File: src/rtl/lps_pkg.sv
// Package of the prime sieve core: sizes, constants, state codes and control structs.
package lps_pkg;

    // Storage sizes
    localparam int LIMIT_MAX        = 16384;
    localparam int PRIME_LIST_DEPTH = 2048;

    // Derived widths
    localparam int MAP_AW  = $clog2(LIMIT_MAX);            // map index, prime value
    localparam int LIST_AW = $clog2(PRIME_LIST_DEPTH);     // prime list index
    localparam int CNT_W   = 12;                           // prime count port
    localparam int CAND_W  = 15;                           // candidate / number port
    localparam int CFG_W   = 15;                           // limit register
    localparam int SIG_W   = 21;                           // digit signature port
    localparam int PROD_W  = 2 * MAP_AW;                   // candidate times prime
    localparam int REM_CW  = $clog2(MAP_AW + 1);           // remainder step counter

    // Constants
    localparam int LIMIT_RESET = 16384;
    localparam int FIRST_CAND  = 2;
    localparam int DIV10_MUL   = 52429;                    // x/10 = (x*52429)>>19
    localparam int DIV10_SH    = 19;
    localparam int DIGIT_W     = 4;

    // Controller states
    typedef enum logic [3:0] {
        S_CLEAR,
        S_IDLE,
        S_TEST,
        S_CHECK,
        S_LRD,
        S_LMUL,
        S_LCMP,
        S_LMOD,
        S_RESULT
    } t_state;

    // Controller to datapath
    typedef struct packed {
        logic restart;
        logic clear_step;
        logic test;
        logic check;
        logic mul;
        logic mark;
        logic j_inc;
        logic load_out;
    } t_dp_cmd;

    // Datapath to controller
    typedef struct packed {
        logic clr_last;
        logic at_limit;
        logic map_marked;
        logic j_end;
        logic prod_at_limit;
        logic rem_busy;
        logic rem_zero;
        logic sig_busy;
    } t_dp_status;

endpackage

File: src/rtl/lps_ctrl.sv
// Sieve controller: map clear sweep, candidate test, prime list walk, result handoff.
module lps_ctrl (
    input  logic                i_clk,
    input  logic                i_rst_n,
    input  logic                i_in_valid,
    input  logic                i_restart,
    output logic                o_in_ready,
    output logic                o_out_valid,
    input  logic                i_out_ready,
    input  lps_pkg::t_dp_status i_status,
    output lps_pkg::t_dp_cmd    o_cmd
);

    lps_pkg::t_state r_state;
    lps_pkg::t_state n_state;
    logic            r_pending;
    logic            n_pending;
    logic            r_out_valid;
    logic            n_out_valid;
    logic            w_slot_free;

    assign w_slot_free = !r_out_valid || i_out_ready;

    // State registers
    always_ff @(posedge i_clk) begin
        if (!i_rst_n) begin
            r_state     <= lps_pkg::S_CLEAR;
            r_pending   <= 1'b0;
            r_out_valid <= 1'b0;
        end else begin
            r_state     <= n_state;
            r_pending   <= n_pending;
            r_out_valid <= n_out_valid;
        end
    end

    // Next state
    always_comb begin
        n_state   = r_state;
        n_pending = r_pending;
        unique case (r_state)
            lps_pkg::S_CLEAR: begin
                if (i_status.clr_last) begin
                    n_state   = r_pending ? lps_pkg::S_TEST : lps_pkg::S_IDLE;
                    n_pending = 1'b0;
                end
            end
            lps_pkg::S_IDLE: begin
                if (i_in_valid) begin
                    if (i_restart) begin
                        n_state   = lps_pkg::S_CLEAR;
                        n_pending = 1'b1;
                    end else begin
                        n_state = lps_pkg::S_TEST;
                    end
                end
            end
            lps_pkg::S_TEST: begin
                n_state = i_status.at_limit ? lps_pkg::S_RESULT : lps_pkg::S_CHECK;
            end
            lps_pkg::S_CHECK: begin
                n_state = lps_pkg::S_LRD;
            end
            lps_pkg::S_LRD: begin
                n_state = i_status.j_end ? lps_pkg::S_RESULT : lps_pkg::S_LMUL;
            end
            lps_pkg::S_LMUL: begin
                n_state = lps_pkg::S_LCMP;
            end
            lps_pkg::S_LCMP: begin
                n_state = i_status.prod_at_limit ? lps_pkg::S_RESULT : lps_pkg::S_LMOD;
            end
            lps_pkg::S_LMOD: begin
                if (!i_status.rem_busy) begin
                    n_state = i_status.rem_zero ? lps_pkg::S_RESULT : lps_pkg::S_LRD;
                end
            end
            lps_pkg::S_RESULT: begin
                if (!i_status.sig_busy && w_slot_free) begin
                    n_state = lps_pkg::S_IDLE;
                end
            end
            default: begin
                n_state = lps_pkg::S_CLEAR;
            end
        endcase
    end

    // Outputs and datapath commands
    always_comb begin
        o_cmd       = '0;
        o_in_ready  = 1'b0;
        n_out_valid = r_out_valid && !i_out_ready;
        unique case (r_state)
            lps_pkg::S_CLEAR: begin
                o_cmd.clear_step = 1'b1;
            end
            lps_pkg::S_IDLE: begin
                o_in_ready    = 1'b1;
                o_cmd.restart = i_in_valid && i_restart;
            end
            lps_pkg::S_TEST: begin
                o_cmd.test = 1'b1;
            end
            lps_pkg::S_CHECK: begin
                o_cmd.check = 1'b1;
            end
            lps_pkg::S_LRD: begin
            end
            lps_pkg::S_LMUL: begin
                o_cmd.mul = 1'b1;
            end
            lps_pkg::S_LCMP: begin
                o_cmd.mark = !i_status.prod_at_limit;
            end
            lps_pkg::S_LMOD: begin
                o_cmd.j_inc = !i_status.rem_busy && !i_status.rem_zero;
            end
            lps_pkg::S_RESULT: begin
                if (!i_status.sig_busy && w_slot_free) begin
                    o_cmd.load_out = 1'b1;
                    n_out_valid    = 1'b1;
                end
            end
            default: begin
            end
        endcase
    end

    assign o_out_valid = r_out_valid;

endmodule

File: config.mk
export PLATFORM = sky130hd
export DESIGN_NAME = lps_ctrl
export DESIGN_NICKNAME = d
export VERILOG_FILES = /design/src/rtl/lps_pkg.sv /design/src/rtl/lps_ctrl.sv
export SDC_FILE = /design/constraint.sdc
export NUM_CORES = 1
export LEC_CHECK = 0
export BUFFER_PORTS_ARGS = -buffer_cell sky130_fd_sc_hd__buf_4
export CORE_AREA = 2 2 39 41
export CTS_CLUSTER_DIAMETER = 50
export DETAILED_ROUTE_END_ITERATION = 8
export DIE_AREA = 0 0 41 43
export PLACE_DENSITY = 0.65
export SLEW_MARGIN = 20
export SYNTH_ARGS = -nofsm -noshare
export SYNTH_HDL_FRONTEND = slang
export SYNTH_SLANG_ARGS = --single-unit
export TNS_END_PERCENT = 1
File: constraint.sdc
create_clock -name i_clk -period 2.8 [get_ports i_clk]
set_clock_uncertainty 0.2 [all_clocks]
set_input_delay 0.7 -clock i_clk [delete_from_list [all_inputs] [get_ports i_clk]]
set_output_delay 0.7 -clock i_clk [all_outputs]
set_load 0.01 [all_outputs]
---- Word level (Yosys, flattened, before mapping) ----
Index checks and enable logic that the tools add are counted.
storage, ports and cells
  memories ................................ 0
  output and inout port bits .............. 10
  bits in writable memories ............... 0
  flip-flop bits (word level) ............. 6
  logic and storage cells ................. 58
  input bits .............................. 13
  latch bits .............................. 0
  ROM bits ................................ 0
operators by class
  divide/modulo/power cells ............... 0
  $mul .................................... 0
  add/subtract/negate cells ............... 0
  eq/ne operators ......................... 13
  order comparisons ....................... 0
  reductions and logical operators ........ 15
  mux-type cells .......................... 27
  bitwise operators ....................... 0
  shift-type cells ........................ 0
operators by type and width
  cell                  number
  $pmux W4 S9           1
  $mux W4               8
  $eq A4 B3 Y1 const B  4
  $mux W1               15
  $ne A2 B2 Y1 const B  5
  $eq A4 B2 Y1 const B  2
  $reduce_and A4 Y1     2
  $logic_not A1 Y1      6
  $eq A4 B1 Y1 const B  1
  $eq A4 B4 Y1 const B  1
  $logic_and A1 B1 Y1   4
  $logic_not A4 Y1      1
  $mux W2               2
  $pmux W1 S2           1
  $reduce_bool A2 Y1    1
  $logic_or A1 B1 Y1    1

---- Depth between registers and ports, before layout ----
  depth in word-level cells ............... 5
  gate-level depth with buffers ........... 7
  depth with buffers taken out ............ 5

---- Least setup slack after synthesis ----
No wires, ideal clock.
  path type ............................... input-to-output
  start point ............................. input port i_status[3] (netlist name)
  end point ............................... output port o_cmd[2] (netlist name)
  data required time ...................... 1900 ps
  buffers on the path ..................... 0
  slack ................................... 729 ps
  stages on the path ...................... 1
  arrival ................................. 1171 ps
  cell sequence ........................... nor4b_1
between the ends
  word-level cells in the longest chain between the ends .. 2
ends and longest elaborated chain
  element             RTL line         source
  start: declaration  lps_ctrl.sv:10   input lps_pkg::t_dp_status i_status,
  $logic_not A1 Y1    lps_ctrl.sv:114  o_cmd.mark = !i_status.prod_at_limit;
  $mux W1             lps_ctrl.sv:94   unique case (r_state)
  end: declaration    lps_ctrl.sv:11   output lps_pkg::t_dp_cmd o_cmd
No other way between the ends.

==> flow_metrics.env <==
export IMPL_grt_pass1_wl_um=2090
export IMPL_ir_worst_vdd_v=0.000234
export IMPL_layout_drive_gt1_share_pct=31.5
export IMPL_startpoint_type="flip-flop"
export IMPL_die_h_um=43
export IMPL_rsz0062_at_grt="no"
export IMPL_dp_slack_ns=0.641
export IMPL_synth_top_area_cell="dfxtp_1"
export IMPL_antenna_found_initial=0
export IMPL_use_met1_pct=22.7
export IMPL_cts_buffer_depth=2
export IMPL_hpwl_um=1000
export IMPL_avgSynthCellArea_um2=7.45
export IMPL_whs_endpoint="r_pending"
export IMPL_synth_area_leaders="dfxtp_1, nor3_1, nor2_1"
export IMPL_cts_tree="yes"
export IMPL_fin_util_pct=50.3
export IMPL_max_slew_margin_pct=60.4
export IMPL_met3_usage_pct=6.28
export IMPL_cts_max_level=1
export IMPL_syn_area_um2=514
export IMPL_drt_pre_antenna_iters=4
export IMPL_powerDensity_nw_per_um2=366
export IMPL_wire_per_inst_um=12.0
export IMPL_yosys_register_bits=6
export IMPL_grt_pass1_vias=503
export IMPL_grt_overflow_total=0
export IMPL_placed_area_um2=673
export IMPL_hold_viol_final=0
export IMPL_pin_count=23
export IMPL_fin_total_pwr_uw=255
export IMPL_min_from="r_pending"
export IMPL_drt_total_wl_um=1270
export IMPL_postRouteAntennaNets=0
export IMPL_cap_violations=0
export IMPL_num_vias=568
export IMPL_leakagePower_nw=0.307
export IMPL_ys_async_sr_fraction_pct=0
export IMPL_fmax_ghz=0.416
export IMPL_holdBufCountCts=0
export IMPL_die_w_um=41
export IMPL_post_cts_setup_buffers=0
export IMPL_rows=14
export IMPL_path_clk_slew_ns=0.04
export IMPL_yosysMostFrequentCell="nor2_1"
export IMPL_synthTopCellsByCount="nor2_1, nor3_1, dfxtp_1, nand2_1"
export IMPL_synthesis_nets=82
export IMPL_post_cts_resized=0
export IMPL_die_area_um2=1760
export IMPL_final_cells=105
export IMPL_routed_via_density=5.41
export IMPL_synth_seq_area_share_pct=23.4
export IMPL_cts_sinks=6
export IMPL_antennaDiodeCount=0
export IMPL_reg2reg_slack_ns=0.91
export IMPL_synth_ff_type="dfxtp_1"
export IMPL_status="finished, final reports clean"
export IMPL_synthCells=69
export IMPL_cts_root_buffer="clkbuf_4"
export IMPL_busiest_layer="met2"
export IMPL_portBuffers=21
export IMPL_maxSlewViolCount=0
export IMPL_endpoint_kind="primary output"
export IMPL_hold_class="flip-flop to flip-flop"
export IMPL_synth_top_area_share_pct=23.4
export IMPL_use_met2_pct=25.0
export IMPL_grt_max_degree=16
export IMPL_hold_depth=1
export IMPL_synthDistinctLibCells=32
export IMPL_worstPathArrival_ns=1.50
export IMPL_reg2reg_to="r_state[3]"
export IMPL_dpl_cell_count=102
export IMPL_areaGrowthSynthToFinish_pct=35.3
export IMPL_worst_pin_slew_ns=0.593
export IMPL_period_share_pct=85.8
export IMPL_r2r_cells=5
export IMPL_start_util_pct=37.2
export IMPL_setup_viol=0
export IMPL_first_iter_violations=16
export IMPL_rr_startpoint="r_state[0]"
export IMPL_tns_ns=0
export IMPL_coreArea_um2=1380
export IMPL_hold_ws_ns=0.320
export IMPL_track_usage_pct=17.5
export IMPL_ys_warn_count=0
export IMPL_nets=104
export IMPL_synth_edf_count=0
export IMPL_gp_congestion=0.828
export IMPL_worstSetupPathType="flip-flop to primary output"
export IMPL_min_period_ns=2.40
export IMPL_drc=0
export IMPL_clkLatencyLatePin_ns=0.24
export IMPL_setup_slack_ns=0.397
export IMPL_crit_fanout=14
export IMPL_worstPathRequired_ns=1.90
export IMPL_cts_made_buffers=3
export IMPL_fin_area_um2=696
-- critical path, cell delays in order, from the launching register on --
cell     delay, ns
dfxtp_1       0.69
nand2_1       0.21
nor4_1        0.20
buf_4         0.16
-- where the power goes --
| part | switching, mW | leakage (nW) | internal [mW] |
|---|---|---|---|
| registers | 0.0126 | 0.0487 | 0.0894 |
| logic | 0.0337 | 0.244 | 0.0425 |
| clock network | 0.0282 | 0.0138 | 0.0483 |
| total | 0.0746 | 0.307 | 0.180 |
-- worst max-delay path by stage --
stage | start | end | slack (ns)
6_report | r_state[0] | o_cmd[1] | 0.40
3_5_place_dp | i_status[3] | o_cmd[2] | 0.64
2_1_floorplan | i_status[3] | o_cmd[2] | 0.73
4_1_cts | r_state[0] | o_cmd[1] | 0.39
5_1_grt | r_state[0] | o_cmd[1] | 0.27
3_3_place_gp | i_status[3] | o_cmd[2] | 0.64
-- per-layer routing --
metal	wire [µm]	up-vias
met5	0	-
met4	8	0
met3	78	2
met2	596	19
met1	581	254
li1	-	293
-- kinds of logic (layout without fill, tap and decap cells) --
logic type	Yosys count	count (layout)	synth area share (%)
AOI/OAI and AO/OA	18	18	27.2
DFF	6	6	23.4
buffers and inverters	7	27	7.30
muxes	2	2	3.89
and+or+nand+nor	36	36	38.2
-- final cells by class --
type                            instances  area (µm²)
Tap cell                               16        20.0
Inverter                                1        3.75
Multi-Input combinational cell         56         357
Clock buffer                            3        22.5
Sequential cell                         6         120
Fill cell                             138         688
Timing Repair Buffer                   23         173
-- cells in the final DEF (no fill, tap or decap), drive strengths merged --
| cell type | n |
|---|---|
| nand3 | 2 |
| o211a | 1 |
| o21a | 2 |
| or3b | 2 |
| a211oi | 1 |
| nand2 | 6 |
| a21o | 1 |
| buf | 23 |
| a31oi | 3 |
| a2111oi | 1 |
| nor3 | 8 |
| and3 | 1 |
| inv | 1 |
| a2bb2o | 1 |
| a22oi | 1 |
| mux2i | 2 |
| a21oi | 1 |
| nor2 | 8 |
| clkbuf | 3 |
| nand2b | 2 |
| nor4b | 1 |
| o32ai | 1 |
| a21boi | 3 |
| and2 | 2 |
| o21bai | 1 |
| nor2b | 2 |
| nor4 | 2 |
| o21ai | 1 |
| dfxtp | 6 |
-- flip-flops by register name (all words and copies together) (netlist names) --
signal and flops:
r_pending 1, o_out_valid 1, r_state 4
Note: power is estimated with default switching activity, not from simulation.
